File: config.mk
export PLATFORM = sky130hd
export DESIGN_NAME = pn3d_ctrl
export DESIGN_NICKNAME = d
export VERILOG_FILES = /design/src/rtl/assert_macros.svh /design/src/rtl/pn3d_pkg.sv /design/src/rtl/pn3d_ctrl.sv
export SDC_FILE = /design/constraint.sdc
export NUM_CORES = 1
export LEC_CHECK = 0
export ABC_AREA = 1
export BUFFER_PORTS_ARGS = -buffer_cell sky130_fd_sc_hd__clkbuf_2
export CAP_MARGIN = 20
export CORE_ASPECT_RATIO = 1.1
export CORE_MARGIN = 2
export CORE_UTILIZATION = 30
export DETAILED_ROUTE_END_ITERATION = 8
export GPL_TIMING_DRIVEN = 0
export SYNTH_ARGS = -nofsm -noshare
export SYNTH_HDL_FRONTEND = slang
export SYNTH_SLANG_ARGS = --single-unit
File: constraint.sdc
create_clock -name clk -period 2.3 [get_ports clk]
set_clock_uncertainty 0.2 [all_clocks]
set_input_delay 0.345 -clock clk [delete_from_list [all_inputs] [get_ports clk]]
set_output_delay 0.345 -clock clk [all_outputs]
set_load 0.05 [all_outputs]
File: src/rtl/assert_macros.svh
// assertion macros shared by the rtl
// no dependencies; define SYNTHESIS to compile the checks out
`ifndef ASSERT_MACROS_SVH
`define ASSERT_MACROS_SVH
`ifndef SYNTHESIS
// same-cycle implication check
`define PN_ASSERT_IMP(lbl, clk, rst_n, ante, cons) \
  lbl: assert property (@(posedge clk) disable iff (!rst_n) (ante) |-> (cons)) \
    else $error("same-cycle implication check failed");
// next-cycle implication check
`define PN_ASSERT_NXT(lbl, clk, rst_n, ante, cons) \
  lbl: assert property (@(posedge clk) disable iff (!rst_n) (ante) |=> (cons)) \
    else $error("next-cycle implication check failed");
`else
`define PN_ASSERT_IMP(lbl, clk, rst_n, ante, cons)
`define PN_ASSERT_NXT(lbl, clk, rst_n, ante, cons)
`endif
`endif

File: src/rtl/pn3d_pkg.sv
// types, constants and arithmetic helpers for the 3d perlin noise unit
// no dependencies
package pn3d_pkg;

  localparam int FRAC_BITS = 16;
  localparam int COORD_W   = 32;
  localparam int NOISE_W   = 16;
  localparam int CFG_IDX_W = 2;
  localparam int CFG_DAT_W = 16;
  localparam int ONE       = 1 << FRAC_BITS;

  typedef logic [COORD_W-1:0]   coord_t;
  typedef logic [NOISE_W-1:0]   noise_t;
  typedef logic [CFG_IDX_W-1:0] cfg_idx_t;
  typedef logic [CFG_DAT_W-1:0] cfg_dat_t;
  typedef logic signed [18:0]   gval_t;

  // register indexes
  localparam cfg_idx_t CFG_REPEAT  = 2'd0;
  localparam cfg_idx_t CFG_OCTAVES = 2'd1;
  localparam cfg_idx_t CFG_PERSIST = 2'd2;

  typedef enum logic [3:0] {
    ST_IDLE, ST_SPLIT, ST_WRAP, ST_EVAL1, ST_EVAL2, ST_EVAL3, ST_HASHZ, ST_GRAD,
    ST_LERP1, ST_LERP2, ST_LERP3, ST_ACC, ST_DINIT, ST_DIV, ST_OUT
  } state_t;

  typedef struct packed {
    logic load;
    logic split;
    logic wrap_step;
    logic eval1;
    logic eval2;
    logic eval3;
    logic hashz;
    logic grad;
    logic lerp1;
    logic lerp2;
    logic lerp3;
    logic acc;
    logic div_init;
    logic div_step;
    logic out_load;
  } cmd_t;

  typedef struct packed {
    logic wrap_en;
    logic out_busy;
    logic wsum_nz;
  } status_t;

  // permutation table
  localparam logic [7:0] PERM [256] = '{
    151,160,137,91,90,15,131,13,201,95,96,53,194,233,7,225,140,36,103,30,69,142,
    8,99,37,240,21,10,23,190,6,148,247,120,234,75,0,26,197,62,94,252,219,203,117,
    35,11,32,57,177,33,88,237,149,56,87,174,20,125,136,171,168,68,175,74,165,71,
    134,139,48,27,166,77,146,158,231,83,111,229,122,60,211,133,230,220,105,92,41,
    55,46,245,40,244,102,143,54,65,25,63,161,1,216,80,73,209,76,132,187,208,89,
    18,169,200,196,135,130,116,188,159,86,164,100,109,198,173,186,3,64,52,217,226,
    250,124,123,5,202,38,147,118,126,255,82,85,212,207,206,59,227,47,16,58,17,182,
    189,28,42,223,183,170,213,119,248,152,2,44,154,163,70,221,153,101,155,167,43,
    172,9,129,22,39,253,19,98,108,110,79,113,224,232,178,185,112,104,218,246,97,
    228,251,34,242,193,238,210,144,12,191,179,162,241,81,51,145,235,249,14,239,
    107,49,192,214,31,181,199,106,157,184,84,204,176,115,121,50,45,127,4,150,254,
    138,236,205,93,222,114,67,29,24,72,243,141,128,195,78,66,215,61,156,180
  };

  // edge gradient dot product, 16 codes
  function automatic gval_t grad_q(input logic [3:0] h, input logic signed [17:0] x,
                                   input logic signed [17:0] y,
                                   input logic signed [17:0] z);
    gval_t sx, sy, sz, r;
    sx = 19'(x);
    sy = 19'(y);
    sz = 19'(z);
    unique case (h)
      4'd0:    r = sx + sy;
      4'd1:    r = sy - sx;
      4'd2:    r = sx - sy;
      4'd3:    r = -sx - sy;
      4'd4:    r = sx + sz;
      4'd5:    r = sz - sx;
      4'd6:    r = sx - sz;
      4'd7:    r = -sx - sz;
      4'd8:    r = sy + sz;
      4'd9:    r = sz - sy;
      4'd10:   r = sy - sz;
      4'd11:   r = -sy - sz;
      4'd12:   r = sy + sx;
      4'd13:   r = sz - sy;
      4'd14:   r = sy - sx;
      default: r = -sy - sz;
    endcase
    return r;
  endfunction

  // a + (b - a) * t / one, quotient truncated toward zero
  function automatic gval_t lerp_q(input gval_t a, input gval_t b, input logic [16:0] t);
    logic signed [19:0] d;
    logic signed [37:0] p;
    logic signed [37:0] q;
    d = 20'(b) - 20'(a);
    p = 38'(d) * 38'(signed'({1'b0, t}));
    q = (p < 0) ? ((p + 38'sd65535) >>> FRAC_BITS) : (p >>> FRAC_BITS);
    return a + q[18:0];
  endfunction

endpackage

File: src/rtl/pn3d_ctrl.sv
// sequencing state machine for the 3d perlin noise unit
// depends on pn3d_pkg; drives the datapath through cmd_t
module pn3d_ctrl import pn3d_pkg::*; #(
  parameter int MAX_OCTAVES = 8
) (
  input  logic       clk,
  input  logic       rst_n,
  input  logic       in_valid,
  output logic       in_ready,
  input  logic [3:0] octave_count,
  input  status_t    status,
  output cmd_t       cmd
);

  localparam int CW   = COORD_W + MAX_OCTAVES - 1;
  localparam int IPW  = CW - FRAC_BITS;
  localparam int TW   = 34 + $clog2(MAX_OCTAVES);
  localparam int CNTW = $clog2(TW);
  localparam int OW   = $clog2(MAX_OCTAVES + 1);

  state_t          state_r, state_nxt;
  logic [CNTW-1:0] cnt_r, cnt_nxt;
  logic [OW-1:0]   oct_r, oct_nxt;
  logic [OW-1:0]   eff_cnt;
  logic            last_oct;

  // effective octave count, clamped to 1..MAX_OCTAVES
  always_comb begin
    priority if (octave_count == 4'd0) begin
      eff_cnt = OW'(1);
    end else if (32'(octave_count) > MAX_OCTAVES) begin
      eff_cnt = OW'(MAX_OCTAVES);
    end else begin
      eff_cnt = OW'(octave_count);
    end
  end
  assign last_oct = (oct_r == OW'(eff_cnt - OW'(1)));

  // state register
  always_ff @(posedge clk) begin
    if (!rst_n) begin
      state_r <= ST_IDLE;
      cnt_r   <= '0;
      oct_r   <= '0;
    end else begin
      state_r <= state_nxt;
      cnt_r   <= cnt_nxt;
      oct_r   <= oct_nxt;
    end
  end

  // next state
  always_comb begin
    state_nxt = state_r;
    cnt_nxt   = cnt_r;
    oct_nxt   = oct_r;
    unique case (state_r)
      ST_IDLE: begin
        oct_nxt = '0;
        if (in_valid) state_nxt = ST_SPLIT;
      end
      ST_SPLIT: begin
        cnt_nxt   = '0;
        state_nxt = status.wrap_en ? ST_WRAP : ST_EVAL1;
      end
      ST_WRAP: begin
        cnt_nxt = CNTW'(cnt_r + 1'b1);
        if (cnt_r == CNTW'(IPW - 1)) state_nxt = ST_EVAL1;
      end
      ST_EVAL1: state_nxt = ST_EVAL2;
      ST_EVAL2: state_nxt = ST_EVAL3;
      ST_EVAL3: state_nxt = ST_HASHZ;
      ST_HASHZ: state_nxt = ST_GRAD;
      ST_GRAD:  state_nxt = ST_LERP1;
      ST_LERP1: state_nxt = ST_LERP2;
      ST_LERP2: state_nxt = ST_LERP3;
      ST_LERP3: state_nxt = ST_ACC;
      ST_ACC: begin
        if (last_oct) begin
          state_nxt = ST_DINIT;
        end else begin
          oct_nxt   = OW'(oct_r + 1'b1);
          state_nxt = ST_SPLIT;
        end
      end
      ST_DINIT: begin
        cnt_nxt   = '0;
        state_nxt = ST_DIV;
      end
      ST_DIV: begin
        cnt_nxt = CNTW'(cnt_r + 1'b1);
        if (cnt_r == CNTW'(TW - 1)) state_nxt = ST_OUT;
      end
      ST_OUT: begin
        if (!status.out_busy) state_nxt = ST_IDLE;
      end
      default: state_nxt = ST_IDLE;
    endcase
  end

  // command outputs
  always_comb begin
    cmd      = '0;
    in_ready = 1'b0;
    unique case (state_r)
      ST_IDLE: begin
        in_ready = 1'b1;
        cmd.load = in_valid;
      end
      ST_SPLIT: cmd.split     = 1'b1;
      ST_WRAP:  cmd.wrap_step = 1'b1;
      ST_EVAL1: cmd.eval1     = 1'b1;
      ST_EVAL2: cmd.eval2     = 1'b1;
      ST_EVAL3: cmd.eval3     = 1'b1;
      ST_HASHZ: cmd.hashz     = 1'b1;
      ST_GRAD:  cmd.grad      = 1'b1;
      ST_LERP1: cmd.lerp1     = 1'b1;
      ST_LERP2: cmd.lerp2     = 1'b1;
      ST_LERP3: cmd.lerp3     = 1'b1;
      ST_ACC:   cmd.acc       = 1'b1;
      ST_DINIT: cmd.div_init  = 1'b1;
      ST_DIV:   cmd.div_step  = 1'b1;
      ST_OUT:   cmd.out_load  = !status.out_busy;
      default:  cmd           = '0;
    endcase
  end

endmodule

==> reports/metrics.cfg, run 1 <==
[finish]
fin_nets = 222
syn_to_final_growth_pct = 19.9
final_cells = 255
drive_above_1_share_pct = 25.9
fin_area_sq_um = 1350
fin_util_pct = 37.2
antennaDiodeCount = 0

[floorplan]
die_area_sq_um = 4250
fp-row-count = 23
die_x_microns = 62.4
start_util_pct = 31.0
fp.dieH_microns = 68.2
coreArea_sq_um = 3630
top_level_ports = 26

[clock_network]
insertion_delay_ps = 240
hold_buffers = 0
cts_setup_buffers = 0
clkTransAtPathRegs_ps = 50
cts_tree = done
h-tree-depth = 1
clock-sinks = 14
clockBufferDepth = 2
cts_buffers = 3
cts_root_buf = clkbuf_8
post_cts_resized = 0

[power]
pwr-share-comb_pct = 50.8
p_sw_mw = 0.489
clockPowerShare_pct = 18.9
internal_power_mw = 0.524
finalPower_mw = 1.01
seqPwrFrac_pct = 30.3
power.leakage_nw = 0.670
power.density_nw_per_um2 = 752
switching_share_pct = 48.3
peakVddDrop_mv = 0.386

[placement]
place_area_sq_um = 1310
port_buffers = 24
dpl.hpwl_microns = 1970
place_ws_ps = 82.1
dpl.cell_count = 252
routabilityCongestion = 0.788

[yosys]
synth_top_area_share_pct = 24.9
synth-seq-cells = 14
ys.flop_type = dfxtp_1
syn_nets = 193
synthDistinctLibCells = 27
ys_warn_count = 0
yosysTopAreaCell = dfxtp_1
ys_top_cells_by_area = dfxtp_1 (25%), nand2_1 (13%), inv_1 (11%)
synthesis.area_sq_um = 1120
synth-edff-count = 0
netlist_instances = 178
yosysMostFrequentCell = nand2_1
synthArstFlopShare_pct = 0
syn_avg_cell_area_sq_um = 6.31
ys_seq_area_share_pct = 24.9
synth_common_cells = nand2_1 (40), inv_1 (32), nor2_1 (22)

[sta]
setup_ws_ps = 313
finalSetupViolCount = 0
whs_ps = 180
hold_viol = 0
tns_ps = 0
fin_crit_ps = 1990
period_share_pct = 86.4
achievable-frequency_mhz = 503
worst_pin_slew_ps = 533
rsz0062_at_grt = no
max-slew-margin-rel_pct = 64.5
slew_violations = 0

[worst_setup_path]
start_kind = register
end_kind = primary output
path_class = reg -> out
crit_fanout = 6
crit_required_ps = 1750
cp.arrival_ps = 1440

[global_route]
grt_max_degree = 11
grt_util_all_layers_pct = 12.1
grt_pass1_wl_microns = 4110
overflow = 0
antenna_found_initial = 0
grt_pass1_vias = 950

[detailed_routing]
routed_wl_microns = 2370
vias = 1099
detail-route-antenna-nets = 0
vias_per_cell = 4.31
remaining_drc_errors = 0
routedWlPerCell_microns = 9.28
drtIter0Drc = 74
drt_first_pass_iters = 4

[flow_run]
maxCapViolCount = 0

[hold_path]
worstHoldPathType = in -> reg

[run_status]
status = finished clean

cell type report:
type                    count  area [sq um]
plain buffers               1          3.75
clock buffers               3          41.3
fillers                   424          2280
inverters                  38           143
multi-input cells         125           697
flip-flops and latches     14           280
well taps                  50          62.6
repair buffers             24           120
metal layers:
metal | track usage, % | part of all wire [%]
met5 | 0 | 0
met4 | 5.00 | 0.72
met3 | 1.81 | 4.5
met2 | 21.2 | 46
met1 | 15.1 | 49
cells in the final DEF (no fill, tap or decap):
cell / instances
inv_2: 6
dfxtp_1: 14
a221oi_2: 1
a31oi_4: 2
o21ai_2: 1
o21ai_0: 2
a22oi_1: 1
o21ai_1: 3
ha_1: 5
xnor2_1: 1
inv_1: 32
clkbuf_2: 24
nor2_2: 4
nand2_2: 7
nand2_4: 1
o31ai_1: 1
clkbuf_1: 1
nand2_1: 40
nor3_1: 2
nor2_1: 22
a21oi_2: 1
nor2_4: 2
nand3_1: 11
a21oi_1: 12
nand4_1: 1
clkbuf_8: 3
xor2_1: 3
o21bai_1: 1
nor3_2: 1
path summary, 6_finish.rpt:
kind | startpoint | endpoint | slack, ps | depth (start not counted)
hold reg to reg | cnt_r[3] | cnt_r[3] | 300 | 2
setup reg to reg | oct_r[2] | oct_r[1] | 690 | 11
hold / removal | rst_n | cnt_r[3] | 180 | 3
setup / recovery | state_r[3] | cmd[3] | 310 | 5
state kept, by name, indices dropped and copies added, names as in the netlist:
register	flops
cnt_r	6
oct_r	4
state_r	4
critical path, cell delays in order (launching register included):
cell and delay, ps:
dfxtp_1 380, inv_1 50, nor2_1 210, inv_2 90
nor2_4 160, clkbuf_2 310
cells by family (layout without fill, tap and decap cells):
logic type | Yosys count | in the layout | synth area share [%]
flops | 14 | 14 | 24.9
xor+xnor | 4 | 4 | 3.12
compound gates | 25 | 25 | 16.3
simple gates | 91 | 91 | 37.1
buf+inv | 39 | 66 | 13.0
fa+ha+maj | 5 | 5 | 5.57
power groups by stage:
stage	registers (mW)	clock network, mW	logic, mW
2_1_floorplan	0.306	0	0.412
5_1_grt	0.312	0.214	0.574
3_3_place_gp	0.312	0	0.514
4_1_cts	0.307	0.201	0.521
6_report	0.307	0.191	0.514
3_5_place_dp	0.313	0	0.519
Note: power is estimated with default switching activity, not from simulation.
==> run 2: changes to the inputs <==
CORE_MARGIN = not set   (was 2)
PLACE_DENSITY = 0.56   (was not set)
==> run 2 against run 1 <==
Against the previous run: register-to-register slack got worse by 40 ps; sequential cell count unchanged; sequential share of layout area increased by 0.12 points; die area decreased by 6.0%; maximum frequency decreased by 3.4%; design area decreased by 0.56%; setup slack got worse by 71 ps; clock power decreased by 6%; via count increased by 3.3%; combinational power decreased by 0.8%.
==> reports/metrics.cfg, run 2 (synthesis results as in run 1) <==
[run_status]
status = finished clean

[floorplan]
die_x_microns = 60.4
start_util_pct = 32.4
fp.dieH_microns = 66.2
fp-row-count = 22
coreArea_sq_um = 3470
die_area_sq_um = 3990
top_level_ports = 26

[hold_path]
worstHoldPathType = in -> reg

[power]
power.leakage_nw = 0.670
seqPwrFrac_pct = 30.9
p_sw_mw = 0.493
internal_power_mw = 0.504
clockPowerShare_pct = 18.0
switching_share_pct = 49.5
peakVddDrop_mv = 0.552
pwr-share-comb_pct = 51.1
power.density_nw_per_um2 = 744

[worst_setup_path]
end_kind = primary output
start_kind = register
cp.arrival_ps = 1510
path_class = reg -> out
crit_required_ps = 1750
crit_fanout = 6

[sta]
fin_crit_ps = 2060
achievable-frequency_mhz = 486
max-slew-margin-rel_pct = 65.3
hold_viol = 0
period_share_pct = 89.5
whs_ps = 138
finalSetupViolCount = 0
slew_violations = 0
worst_pin_slew_ps = 521
tns_ps = 0
rsz0062_at_grt = no

[finish]
top_regs = cnt_r (6), oct_r (4), state_r (4)
fin_util_pct = 38.6
antennaDiodeCount = 0
syn_to_final_growth_pct = 19.3
fin_area_sq_um = 1340
largest_reg_flops = 6
largest_register = cnt_r
layout_common_cells = nand2_1 (40), inv_1 (32), clkbuf_2 (24)
drive_above_1_share_pct = 26.2
fin_nets = 222
layout_commonest_cell = nand2_1

[clock_network]
clkTransAtPathRegs_ps = 90
clockBufferDepth = 2
cts_tree = done
clock-sinks = 14
cts_setup_buffers = 0
cts_root_buf = clkbuf_4
cts_buffers = 3
insertion_delay_ps = 280
post_cts_resized = 0
hold_buffers = 0
h-tree-depth = 1

[flow_run]
maxCapViolCount = 0

[placement]
dpl.hpwl_microns = 1940
routabilityCongestion = 0.795
place_area_sq_um = 1300
port_buffers = 24

[detailed_routing]
detail-route-antenna-nets = 0
drt_first_pass_iters = 4
drtIter0Drc = 26
vias = 1135
remaining_drc_errors = 0
met3_length_microns = 80
wl_met1_microns = 1210
top_layer_used = met4
routedWlPerCell_microns = 9.50
routed_wl_microns = 2410
vias_per_cell = 4.47
met2_wirelength_microns = 1100

[global_route]
antenna_found_initial = 0
grt_pass1_vias = 1025
overflow = 0
grt_pass1_wl_microns = 4380
grt_util_all_layers_pct = 14.2
grt_max_degree = 11

run 2: cell count changes in the layout (fill, tap and decap cells not counted), sizes merged:
cell / previous run / this run
clkbuf: 28 / 29
run 2: worst max-delay path, stage by stage, from the launching register on:
cell,delay [ps]
dfxtp_1,400
inv_1,50
nor2_1,210
inv_2,90
nor2_4,170
clkbuf_2,310
run 2: cell type report:
class | instances | area [sq um]
inverters | 38 | 143
plain buffers | 1 | 3.75
repair buffers | 24 | 120
clock buffers | 4 | 36.3
fillers | 404 | 2130
multi-input cells | 125 | 697
flip-flops and latches | 14 | 280
well taps | 48 | 60.1
run 2: per-layer routing:
layer | vias up | global-route usage [%]
li1 | 608 | -
met3 | 2 | 1.76
met1 | 499 | 18.1
met4 | 0 | 6.10
met5 | - | 0
met2 | 26 | 23.5
run 2: final timing paths:
check,startpoint,to,slack (ps),cells past startpoint
max,state_r[3],cmd[3],240,5
min,rst_n,cnt_r[0],140,3
max reg2reg,oct_r[2],oct_r[1],650,11
min reg2reg,cnt_r[3],cnt_r[3],300,2
run 2: power by group through the flow:
stage,clock (mW),sequential (mW),combinational (mW)
after CTS,0.183,0.308,0.515
after global placement,0,0.314,0.513
after global routing,0.200,0.314,0.570
after floorplan,0,0.306,0.412
final,0.180,0.308,0.510
after detailed placement,0,0.314,0.513
run 2: metrics by stage:
step / setup WS, ps / std cells / total power [mW]
finish: 242 / 254 / 0.997
global route: 85.7 / 254 / 1.08
CTS: 222 / 254 / 1.01
detailed placement: 18.9 / 250 / 0.827
global placement: 45.7 / 250 / 0.827
floorplan: 60.3 / 178 / 0.718
